[src/ldtp_pkg.sv]
// Shared types, constants and the descriptor bit-pop function of the
// LZ descriptor token parser. No dependencies.
`default_nettype none

package ldtp_pkg;

    localparam int DESC_BITS = 16;

    localparam logic [4:0]  DESC_FULL      = 5'd16;
    localparam logic [2:0]  INLINE_LEN_MIN = 3'd2;
    localparam logic [18:0] FULL_DIST_HI   = '1;
    localparam logic [23:0] INLINE_DIST_HI = '1;
    localparam logic [7:0]  DUMMY_LIMIT    = 8'd10;
    localparam logic [7:0]  TERM_COUNT     = 8'd1;

    typedef enum logic [3:0] {
        PH_RELOAD_LO,
        PH_RELOAD_HI,
        PH_LIT,
        PH_FULL1,
        PH_FULL2,
        PH_EXT,
        PH_INLINE,
        PH_TOP,
        PH_POP2,
        PH_POP3,
        PH_POP4
    } phase_t;

    typedef enum logic [2:0] {
        KIND_LITERAL = 3'd0,
        KIND_FULL    = 3'd1,
        KIND_TERM    = 3'd2,
        KIND_DUMMY   = 3'd3,
        KIND_EXT     = 3'd4,
        KIND_INLINE  = 3'd5
    } kind_t;

    typedef struct packed {
        kind_t       kind;
        logic [31:0] stream_offset;
        logic [31:0] dest_position;
        logic [31:0] source_position;
        logic [7:0]  match_length;
        logic [7:0]  literal_value;
    } result_t;

    typedef struct packed {
        logic [DESC_BITS-1:0] desc;
        logic [4:0]           bits_left;
        phase_t               phase;
        phase_t               resume;
        logic [2:0]           inline_len;
        logic                 cap;
        logic                 cap_reload;
    } pop_t;

    // Pop descriptor bits until a byte is needed or the descriptor runs dry.
    function automatic pop_t run_bits(phase_t p, logic [DESC_BITS-1:0] d,
                                      logic [4:0] bl, logic [2:0] il,
                                      phase_t resume);
        pop_t   r;
        phase_t cur;
        logic   done;
        logic   b;
        int     i;
        r.desc       = d;
        r.bits_left  = bl;
        r.phase      = p;
        r.resume     = resume;
        r.inline_len = il;
        r.cap        = 1'b0;
        r.cap_reload = 1'b0;
        cur          = p;
        done         = 1'b0;
        b            = 1'b0;
        for (i = 0; i < 4; i++)
        begin
            if (!done)
            begin
                case (cur)
                    PH_TOP, PH_POP2, PH_POP3, PH_POP4:
                    begin
                        b      = r.desc[0];
                        r.desc = r.desc >> 1;
                        if (r.bits_left != 5'd0)
                        begin
                            r.bits_left = r.bits_left - 5'd1;
                        end
                    end
                    default:
                    begin
                        b = 1'b0;
                    end
                endcase
                case (cur)
                    PH_TOP:
                    begin
                        if (b)
                        begin
                            r.cap        = 1'b1;
                            r.cap_reload = (r.bits_left == 5'd0);
                            cur          = PH_LIT;
                        end
                        else
                        begin
                            cur = PH_POP2;
                        end
                    end
                    PH_POP2:
                    begin
                        r.cap        = 1'b1;
                        r.cap_reload = (r.bits_left == 5'd0);
                        r.inline_len = INLINE_LEN_MIN;
                        cur          = b ? PH_FULL1 : PH_POP3;
                    end
                    PH_POP3:
                    begin
                        if (b)
                        begin
                            r.inline_len = r.inline_len + 3'd2;
                        end
                        cur = PH_POP4;
                    end
                    PH_POP4:
                    begin
                        if (b)
                        begin
                            r.inline_len = r.inline_len + 3'd1;
                        end
                        cur = PH_INLINE;
                    end
                    default:
                    begin
                        r.phase = cur;
                        done    = 1'b1;
                    end
                endcase
                if (!done && r.bits_left == 5'd0)
                begin
                    r.bits_left = DESC_FULL;
                    r.phase     = PH_RELOAD_LO;
                    r.resume    = cur;
                    done        = 1'b1;
                end
            end
        end
        if (!done)
        begin
            r.phase = cur;
        end
        return r;
    endfunction

endpackage

`default_nettype wire

[src/lz_descriptor_token_parser_unit.sv]
// LZ descriptor token parser: one compressed byte per cycle, one record per token.
// Path from byte accept to record valid: input register, then result register.
// Throughput: 1 byte per cycle; decode of each byte is one pass through ldtp_core.
// Input stalls only when the result register is held by the consumer.
// Reset (async, active low) clears all parser state; bytes after a terminator are dropped.
// Depends on ldtp_pkg, ldtp_core, ldtp_out.
`default_nettype none

module lz_descriptor_token_parser_unit (
    input  wire logic        clk,
    input  wire logic        rst_n,
    input  wire logic        in_valid,
    output logic             in_stall,
    input  wire logic [7:0]  data_byte,
    output logic             out_valid,
    input  wire logic        out_stall,
    output logic [2:0]       token_kind,
    output logic [31:0]      stream_offset,
    output logic [31:0]      dest_position,
    output logic [31:0]      source_position,
    output logic [7:0]       match_length,
    output logic [7:0]       literal_value
);

    logic              in_valid_reg, in_valid_next;
    logic [7:0]        in_byte_reg;
    logic              accept;
    logic              adv;
    logic              free;
    logic              core_valid;
    ldtp_pkg::result_t core_res;
    ldtp_pkg::result_t out_res;

    always_comb
    begin
        adv      = in_valid_reg && free;
        in_stall = in_valid_reg && !free;
        accept   = in_valid && !in_stall;
        if (accept)
        begin
            in_valid_next = 1'b1;
        end
        else if (adv)
        begin
            in_valid_next = 1'b0;
        end
        else
        begin
            in_valid_next = in_valid_reg;
        end
    end

    always_ff @(posedge clk or negedge rst_n)
    begin
        if (!rst_n)
        begin
            in_valid_reg <= 1'b0;
        end
        else
        begin
            in_valid_reg <= in_valid_next;
        end
    end

    always_ff @(posedge clk)
    begin
        if (accept)
        begin
            in_byte_reg <= data_byte;
        end
    end

    ldtp_core u_core (
        .clk       (clk),
        .rst_n     (rst_n),
        .step      (adv),
        .data_byte (in_byte_reg),
        .res_valid (core_valid),
        .res       (core_res)
    );

    ldtp_out u_out (
        .clk       (clk),
        .rst_n     (rst_n),
        .load      (adv && core_valid),
        .res       (core_res),
        .out_stall (out_stall),
        .free      (free),
        .out_valid (out_valid),
        .out_res   (out_res)
    );

    assign token_kind      = out_res.kind;
    assign stream_offset   = out_res.stream_offset;
    assign dest_position   = out_res.dest_position;
    assign source_position = out_res.source_position;
    assign match_length    = out_res.match_length;
    assign literal_value   = out_res.literal_value;

    a_stall_held: assert property (@(posedge clk) disable iff (!rst_n)
        in_stall |-> (in_valid_reg && out_valid && out_stall))
        else $error("input stalled without a held result");

    a_no_drop: assert property (@(posedge clk) disable iff (!rst_n)
        (out_valid && out_stall) |=> (out_valid && $stable(stream_offset)))
        else $error("held result lost");

    a_load_free: assert property (@(posedge clk) disable iff (!rst_n)
        (adv && core_valid) |-> free)
        else $error("result loaded over a held result");

endmodule

`default_nettype wire

[src/ldtp_core.sv]
// Parser state and single-pass token decode for one stream byte.
// Depends on ldtp_pkg.
`default_nettype none

module ldtp_core (
    input  wire logic             clk,
    input  wire logic             rst_n,
    input  wire logic             step,
    input  wire logic [7:0]       data_byte,
    output logic                  res_valid,
    output ldtp_pkg::result_t     res
);

    logic [15:0]          desc_reg,        desc_next;
    logic [4:0]           bits_left_reg,   bits_left_next;
    ldtp_pkg::phase_t     phase_reg,       phase_next;
    ldtp_pkg::phase_t     resume_reg,      resume_next;
    logic [7:0]           first_reg,       first_next;
    logic [7:0]           second_reg,      second_next;
    logic [2:0]           inline_len_reg,  inline_len_next;
    logic [31:0]          pos_reg,         pos_next;
    logic [31:0]          offset_reg,      offset_next;
    logic [31:0]          token_start_reg, token_start_next;
    logic                 finished_reg,    finished_next;

    ldtp_pkg::phase_t     run_p;
    logic [15:0]          run_d;
    logic [4:0]           run_bl;
    ldtp_pkg::pop_t       pop;
    logic                 do_run;
    logic [7:0]           sec;
    logic [7:0]           count;
    logic [7:0]           adv_len;
    logic [31:0]          full_src;
    logic [31:0]          inline_src;

    always_comb
    begin
        offset_next = offset_reg + 32'd1;
        count       = data_byte + 8'd1;
        sec         = (phase_reg == ldtp_pkg::PH_FULL2) ? data_byte : second_reg;
        full_src    = pos_reg + {ldtp_pkg::FULL_DIST_HI, sec[7:3], first_reg};
        inline_src  = pos_reg + {ldtp_pkg::INLINE_DIST_HI, data_byte};

        if (phase_reg == ldtp_pkg::PH_RELOAD_HI)
        begin
            run_p  = resume_reg;
            run_d  = {data_byte, desc_reg[7:0]};
            run_bl = ldtp_pkg::DESC_FULL;
        end
        else
        begin
            run_p  = ldtp_pkg::PH_TOP;
            run_d  = desc_reg;
            run_bl = bits_left_reg;
        end
        pop = ldtp_pkg::run_bits(run_p, run_d, run_bl, inline_len_reg, resume_reg);

        desc_next        = desc_reg;
        bits_left_next   = bits_left_reg;
        phase_next       = phase_reg;
        resume_next      = resume_reg;
        first_next       = first_reg;
        second_next      = second_reg;
        inline_len_next  = inline_len_reg;
        finished_next    = finished_reg;
        do_run           = 1'b0;
        adv_len          = 8'd0;

        res_valid           = 1'b0;
        res.kind            = ldtp_pkg::KIND_LITERAL;
        res.stream_offset   = token_start_reg;
        res.dest_position   = pos_reg;
        res.source_position = 32'd0;
        res.match_length    = 8'd0;
        res.literal_value   = 8'd0;

        case (phase_reg)
            ldtp_pkg::PH_RELOAD_LO:
            begin
                desc_next  = {8'd0, data_byte};
                phase_next = ldtp_pkg::PH_RELOAD_HI;
            end
            ldtp_pkg::PH_RELOAD_HI:
            begin
                do_run = 1'b1;
            end
            ldtp_pkg::PH_LIT:
            begin
                res_valid         = 1'b1;
                res.match_length  = 8'd1;
                res.literal_value = data_byte;
                adv_len           = 8'd1;
                do_run            = 1'b1;
            end
            ldtp_pkg::PH_FULL1:
            begin
                first_next = data_byte;
                phase_next = ldtp_pkg::PH_FULL2;
            end
            ldtp_pkg::PH_FULL2:
            begin
                second_next = data_byte;
                if (data_byte[2:0] != 3'd0)
                begin
                    res_valid           = 1'b1;
                    res.kind            = ldtp_pkg::KIND_FULL;
                    res.source_position = full_src;
                    res.match_length    = {5'd0, data_byte[2:0]} + 8'd2;
                    adv_len             = res.match_length;
                    do_run              = 1'b1;
                end
                else
                begin
                    phase_next = ldtp_pkg::PH_EXT;
                end
            end
            ldtp_pkg::PH_EXT:
            begin
                res_valid           = 1'b1;
                res.source_position = full_src;
                if (count == ldtp_pkg::TERM_COUNT)
                begin
                    res.kind      = ldtp_pkg::KIND_TERM;
                    finished_next = 1'b1;
                end
                else
                begin
                    res.kind = (count < ldtp_pkg::DUMMY_LIMIT) ? ldtp_pkg::KIND_DUMMY
                                                               : ldtp_pkg::KIND_EXT;
                    res.match_length = count;
                    adv_len          = count;
                    do_run           = 1'b1;
                end
            end
            ldtp_pkg::PH_INLINE:
            begin
                res_valid           = 1'b1;
                res.kind            = ldtp_pkg::KIND_INLINE;
                res.source_position = inline_src;
                res.match_length    = {5'd0, inline_len_reg};
                adv_len             = res.match_length;
                do_run              = 1'b1;
            end
            default:
            begin
                do_run = 1'b1;
            end
        endcase

        pos_next         = pos_reg + {24'd0, adv_len};
        token_start_next = token_start_reg;
        if (do_run)
        begin
            desc_next       = pop.desc;
            bits_left_next  = pop.bits_left;
            phase_next      = pop.phase;
            resume_next     = pop.resume;
            inline_len_next = pop.inline_len;
            if (pop.cap)
            begin
                token_start_next = offset_next + {30'd0, pop.cap_reload, 1'b0};
            end
        end

        if (finished_reg)
        begin
            res_valid = 1'b0;
        end
    end

    always_ff @(posedge clk or negedge rst_n)
    begin
        if (!rst_n)
        begin
            desc_reg        <= '0;
            bits_left_reg   <= ldtp_pkg::DESC_FULL;
            phase_reg       <= ldtp_pkg::PH_RELOAD_LO;
            resume_reg      <= ldtp_pkg::PH_TOP;
            first_reg       <= '0;
            second_reg      <= '0;
            inline_len_reg  <= ldtp_pkg::INLINE_LEN_MIN;
            pos_reg         <= '0;
            offset_reg      <= '0;
            token_start_reg <= '0;
            finished_reg    <= 1'b0;
        end
        else if (step && !finished_reg)
        begin
            desc_reg        <= desc_next;
            bits_left_reg   <= bits_left_next;
            phase_reg       <= phase_next;
            resume_reg      <= resume_next;
            first_reg       <= first_next;
            second_reg      <= second_next;
            inline_len_reg  <= inline_len_next;
            pos_reg         <= pos_next;
            offset_reg      <= offset_next;
            token_start_reg <= token_start_next;
            finished_reg    <= finished_next;
        end
    end

    a_done_silent: assert property (@(posedge clk) disable iff (!rst_n)
        finished_reg |-> !res_valid)
        else $error("result raised after terminator");

    a_done_frozen: assert property (@(posedge clk) disable iff (!rst_n)
        (step && finished_reg) |=> $stable(offset_reg) && $stable(pos_reg))
        else $error("state moved after terminator");

    a_bits_range: assert property (@(posedge clk) disable iff (!rst_n)
        bits_left_reg != 5'd0 && bits_left_reg <= ldtp_pkg::DESC_FULL)
        else $error("descriptor bit count out of range");

    a_term_len: assert property (@(posedge clk) disable iff (!rst_n)
        (res_valid && res.kind == ldtp_pkg::KIND_TERM) |->
            (res.match_length == 8'd0 && res.literal_value == 8'd0))
        else $error("terminator with nonzero length");

endmodule

`default_nettype wire

[src/ldtp_out.sv]
// Result register with valid/stall handshake toward the consumer.
// Depends on ldtp_pkg.
`default_nettype none

module ldtp_out (
    input  wire logic              clk,
    input  wire logic              rst_n,
    input  wire logic              load,
    input  wire ldtp_pkg::result_t res,
    input  wire logic              out_stall,
    output logic                   free,
    output logic                   out_valid,
    output ldtp_pkg::result_t      out_res
);

    logic              valid_reg, valid_next;
    ldtp_pkg::result_t res_reg;

    always_comb
    begin
        free       = !valid_reg || !out_stall;
        valid_next = valid_reg;
        if (load)
        begin
            valid_next = 1'b1;
        end
        else if (!out_stall)
        begin
            valid_next = 1'b0;
        end
    end

    always_ff @(posedge clk or negedge rst_n)
    begin
        if (!rst_n)
        begin
            valid_reg <= 1'b0;
        end
        else
        begin
            valid_reg <= valid_next;
        end
    end

    always_ff @(posedge clk)
    begin
        if (load)
        begin
            res_reg <= res;
        end
    end

    assign out_valid = valid_reg;
    assign out_res   = res_reg;

endmodule

`default_nettype wire
[config.mk]
export PLATFORM = sky130hd
export DESIGN_NAME = lz_descriptor_token_parser_unit
export DESIGN_NICKNAME = d
export VERILOG_FILES = /design/src/ldtp_pkg.sv /design/src/lz_descriptor_token_parser_unit.sv /design/src/ldtp_core.sv /design/src/ldtp_out.sv
export SDC_FILE = /design/constraint.sdc
export NUM_CORES = 1
export LEC_CHECK = 0
export ABC_AREA = 1
export ABC_CLOCK_PERIOD_IN_PS = 6000
export BUFFER_PORTS_ARGS = -buffer_cell sky130_fd_sc_hd__buf_2
export CORE_UTILIZATION = 40
export DETAILED_ROUTE_END_ITERATION = 8
export GPL_TIMING_DRIVEN = 1
export PLACE_DENSITY = 0.64
export SLEW_MARGIN = 30
export SYNTH_ARGS = -nofsm -noshare
export SYNTH_HDL_FRONTEND = slang
export SYNTH_SLANG_ARGS = --single-unit
[constraint.sdc]
create_clock -name clk -period 6 [get_ports clk]
set_input_delay 1.2 -clock clk [delete_from_list [all_inputs] [get_ports clk]]
set_output_delay 1.2 -clock clk [all_outputs]
set_load 0.05 [all_outputs]
==> results by stage <==
Outcome:
- The flow ran to the end, and the final reports show no timing, DRC or antenna violations.

Drt:
- The routed wire length is about 44000 microns.
- The count of routing violations after the opening detailed-route iteration is around 950.
- The detail route stage leaves a number of antenna-violating nets equal to 0.
- The via count is around 14000.
- The per-cell routed wire length is 16.6 microns.
- Dividing the detail-routed via count by the number of cells gives between 5 and 6.
- For this run, design rule violations remaining after detail routing come to 0.
- The first TritonRoute pass finished after 6 iterations.

Synth:
- The largest total area in the synthesized netlist belongs to sky130_fd_sc_hd__edfxtp_1.
- The predominant post-synthesis flop cell is sky130_fd_sc_hd__dfrtp_1.
- The synthesized area per cell is about 8.1 sq um.
- The number of instances in the synthesized netlist is 2005.
- Yosys mapped a number of flops with a built-in enable equal to between 100 and 150.
- Ranked by total cell area, the synthesized netlist is headed by sky130_fd_sc_hd__edfxtp_1, sky130_fd_sc_hd__dfrtp_1, sky130_fd_sc_hd__nand2_1.
- The number of different library cells used by synthesis comes to 66.
- The number of nets produced by synthesis is approximately 2100.
- The flip-flop and latch count after synthesis is around 270.
- For this run, asynchronously set or reset flops after synthesis account for around 54%.
- The number of warnings reported in the yosys synthesis log is 0.
- The post-synth design cell area is 16200 sq um.
- The fraction of the yosys area taken by sequential cells is 45.0%.
- In this run the biggest area consumer among cell types represents 22.8% of the synthesized area.

Layout:
- From synthesis to final layout, the design area changed by 13.6%.
- The final standard cell area without fillers is 18400 sq um.
- The final layout contains 2191 nets.
- The combined flip-flop and latch cell area is around 7300 sq um.
- The register with the most flip-flops in the layout has between 100 and 150 of them.
- In the final layout, the multi-input gates occupy 7720 sq um.
- The filler cell count in the final layout is around 3900.
- The total inserted antenna cells is 0.
- The share of layout cells above drive strength 1 is a little over an eighth.

Worst setup path:
- The maximum cell stage delay along the critical path is 0.45 ns.
- The worst setup path is of the reg2reg kind.
- STA classifies the critical path startpoint as a flip-flop.
- The critical-path maximum fanout is 8.
- The most frequent cell on the critical path is sky130_fd_sc_hd__nand2_1.
- The startpoint of the worst setup timing path is u_core.phase_reg[1].
- STA puts the critical path data required time at about 6.5 ns.
- In this run the critical register-to-register path is launched from u_core.phase_reg[1].
- For the worst setup path, the data arrival time is 5.82 ns.
- STA classifies the critical path endpoint as a flip-flop.
- The slowest cell on the critical path is sky130_fd_sc_hd__dfrtp_1.

Global routing:
- The initial antenna violation count is 0.
- The via count of the first global-routing pass is ~14000.
- Global routing used roughly 22% of the available tracks.
- Entering global routing, the biggest net connects 76 pins.
- The first global-routing pass estimated just over 70000 microns of wire.
- The residual overflow from global routing is 0.

Clock network:
- The worst-skew pair later-pin latency is about 0.57 ns.
- The clock transition at the register clock pins on the worst setup and hold paths after CTS is ~0.060 ns.
- After clock tree synthesis, the flow added hold-fix buffers numbering 0.
- The total CTS buffers is 29.
- In this run the number of H-tree levels came out at 1.
- The clock net in this run drives a total of ~270 sinks.
- The clock tree from TritonCTS is built.
- The maximum count of clock buffers along a single path is 3.
- The CTS root buffer is sky130_fd_sc_hd__clkbuf_16.

STA:
- Setup repair after global routing left no endpoint under its margin.
- The final number of setup-violating endpoints is 0.
- The total negative setup slack is 0 ns.
- The slew at the pin closest to its max-slew limit is approximately 0.95 ns.
- The number of hold-slack violations in the final timing report is 0.
- The maximum frequency from static timing analysis is between 0.15 and 0.2 GHz.
- The number of pins with negative max-slew slack in the final report is 0.
- The clock period minus final worst setup slack is between 5 and 6 ns.
- The portion of the clock cycle consumed by the worst path in the final layout is approximately nine tenths.
- The clock arrives with about 0.019 ns of skew.
- The relative slew slack is between 30% and 40%.

Flow run:
- The total of max-cap violations is 0.

Place:
- Summed over all nets, the half-perimeter wirelength after detailed placement is 33100 microns.
- Summing all placed instances gives a cell area of 17400 sq um.
- The total of buffers placed on input and output ports is ~130.
- At the end of routability-driven placement, the weighted congestion stood at 0.921.

Pwr:
- VDD sags by at most roughly 200 uV.
- In this run the power spent charging and discharging nets is 0.812 mW.
- The internal cell power is 3.00 mW.
- The power per cell area is around 210 nW/um^2.
- The analysis attributes to cell leakage a power of roughly 8.6 nW.
- The fraction of power consumed by combinational cells is 1.7%.
- Net switching is between 20% and 30% of the power.
- The portion of total power attributed to sequential cells is around 50%.
- The fraction of power consumed by the clock network is about half.

Die:
- The die is between 200 and 250 microns tall.
- In this run the horizontal extent of the chip is roughly 200 microns.
- The floorplan has 73 rows.
- 129 I/O pins were placed.
- The initial standard-cell utilization of the core is 40.7%.
- The die covers about 41000 sq um.
- The area of the placeable core is approximately 40000 sq um.

Min path:
- The path type of the worst min-delay path is reg2reg.
- In this run the most critical hold path is launched from u_core.token_start_reg[15].
## cell families after synthesis
logic type	share of synthesized area, %
buffers and inverters	7.58
AND/OR/NAND/NOR	26.2
multiplexers	0.740
adder cells (fa/ha/maj)	3.84
XOR/XNOR	5.55
AO/OA/AOI/OAI	11.1
flip-flops	45.0
## final cells by class
cell class	instances	share of cell area, %
multi-input combinational	1427	41.9
sequential	267	39.6
inverter	258	5.30
timing repair buffer	148	4.32
clock buffer	34	4.09
tap	525	3.56
clock inverter	20	1.21
## synth_stat cells (23+ instances only)
cell and count:
sky130_fd_sc_hd__a21oi_1 49, sky130_fd_sc_hd__edfxtp_1 123, sky130_fd_sc_hd__nor2_1 211, sky130_fd_sc_hd__clkbuf_1 41
sky130_fd_sc_hd__o21ai_1 23, sky130_fd_sc_hd__nand3_1 96, sky130_fd_sc_hd__inv_1 240, sky130_fd_sc_hd__xor2_1 84
sky130_fd_sc_hd__o21ai_0 176, sky130_fd_sc_hd__nand2_1 478, sky130_fd_sc_hd__nand4_1 37, sky130_fd_sc_hd__nor3_1 37
sky130_fd_sc_hd__ha_1 45, sky130_fd_sc_hd__dfrtp_1 139
## critical path: cells and delay by family (launching register included)
kind	cells	cell delay [ns]
AND/OR/NAND/NOR	27	3.71
adder cells (fa/ha/maj)	3	0.55
flip-flops	1	0.45
buffers and inverters	4	0.40
XOR/XNOR	1	0.15
## placed cells by master, fill, tap and decap left out, types with 37 or more instances in the layout
cell type,netlist,final
sky130_fd_sc_hd__nand2_1,478,477
sky130_fd_sc_hd__xor2_1,84,84
sky130_fd_sc_hd__nand3_1,96,95
sky130_fd_sc_hd__nor3_1,37,37
sky130_fd_sc_hd__ha_1,45,45
sky130_fd_sc_hd__o21ai_0,176,176
sky130_fd_sc_hd__dfrtp_1,139,139
sky130_fd_sc_hd__nand4_1,37,37
sky130_fd_sc_hd__inv_1,240,240
sky130_fd_sc_hd__buf_2,3,127
sky130_fd_sc_hd__nor2_1,211,209
sky130_fd_sc_hd__edfxtp_1,123,123
sky130_fd_sc_hd__a21oi_1,49,49
## metrics by stage
| stage | cells | utilization [%] | setup WS (ns) | total power, mW | hold slack (ns) |
|---|---|---|---|---|---|
| after global routing | 2679 | 46.2 | 0.0190 | 3.94 | 0.459 |
| after CTS | 2677 | 46.1 | 0.398 | 3.86 | 0.449 |
| after global placement | 2623 | 43.7 | 0.577 | 2.01 | 0.435 |
| after floorplan | 2005 | - | 0.718 | 1.97 | 0.423 |
| after detailed placement | 2623 | 43.7 | 0.396 | 2.01 | 0.430 |
| final | 2679 | 46.2 | 0.627 | 3.81 | 0.448 |
## power by group through the flow
stage	registers, mW	logic [mW]	clock network (mW)
floorplan	1.95	0.0210	0
global placement	1.95	0.0629	0
detailed placement	1.95	0.0639	0
CTS	1.91	0.0642	1.88
global route	1.91	0.0712	1.95
finish	1.91	0.0630	1.84
## repair_timing
| action | 4_1_cts | 5_1_grt |
|---|---|---|
| endpoints found under the setup margin | 0 | 7 |
| resized for setup | 0 | 3 |
| buffers inserted | 0 | 2 |
## final timing paths
| kind | cells after the start | endpoint | slack [ns] |
|---|---|---|---|
| worst max register to register | 35 | u_core.token_start_reg[26] | 0.63 |
| max in group asynchronous | 2 | u_core.offset_reg[4] | 4.13 |
| worst max-delay path | 35 | u_core.token_start_reg[26] | 0.63 |
| worst min-delay path | 0 | u_out.out_res[95] | 0.45 |
| min in group asynchronous | 1 | u_core.token_start_reg[12] | 0.62 |
| worst min register to register | 0 | u_out.out_res[95] | 0.45 |
## layer usage
| metal | track usage, % | routed length [microns] | vias to the layer above |
|---|---|---|---|
| met5 | 0 | 0 | - |
| met4 | 8.89 | 1560 | 0 |
| met3 | 2.33 | 2210 | 91 |
| met2 | 36.9 | 21300 | 390 |
| met1 | 28.0 | 19300 | 6562 |
| li1 | - | - | 6891 |
(Power assumes the default switching activity.)
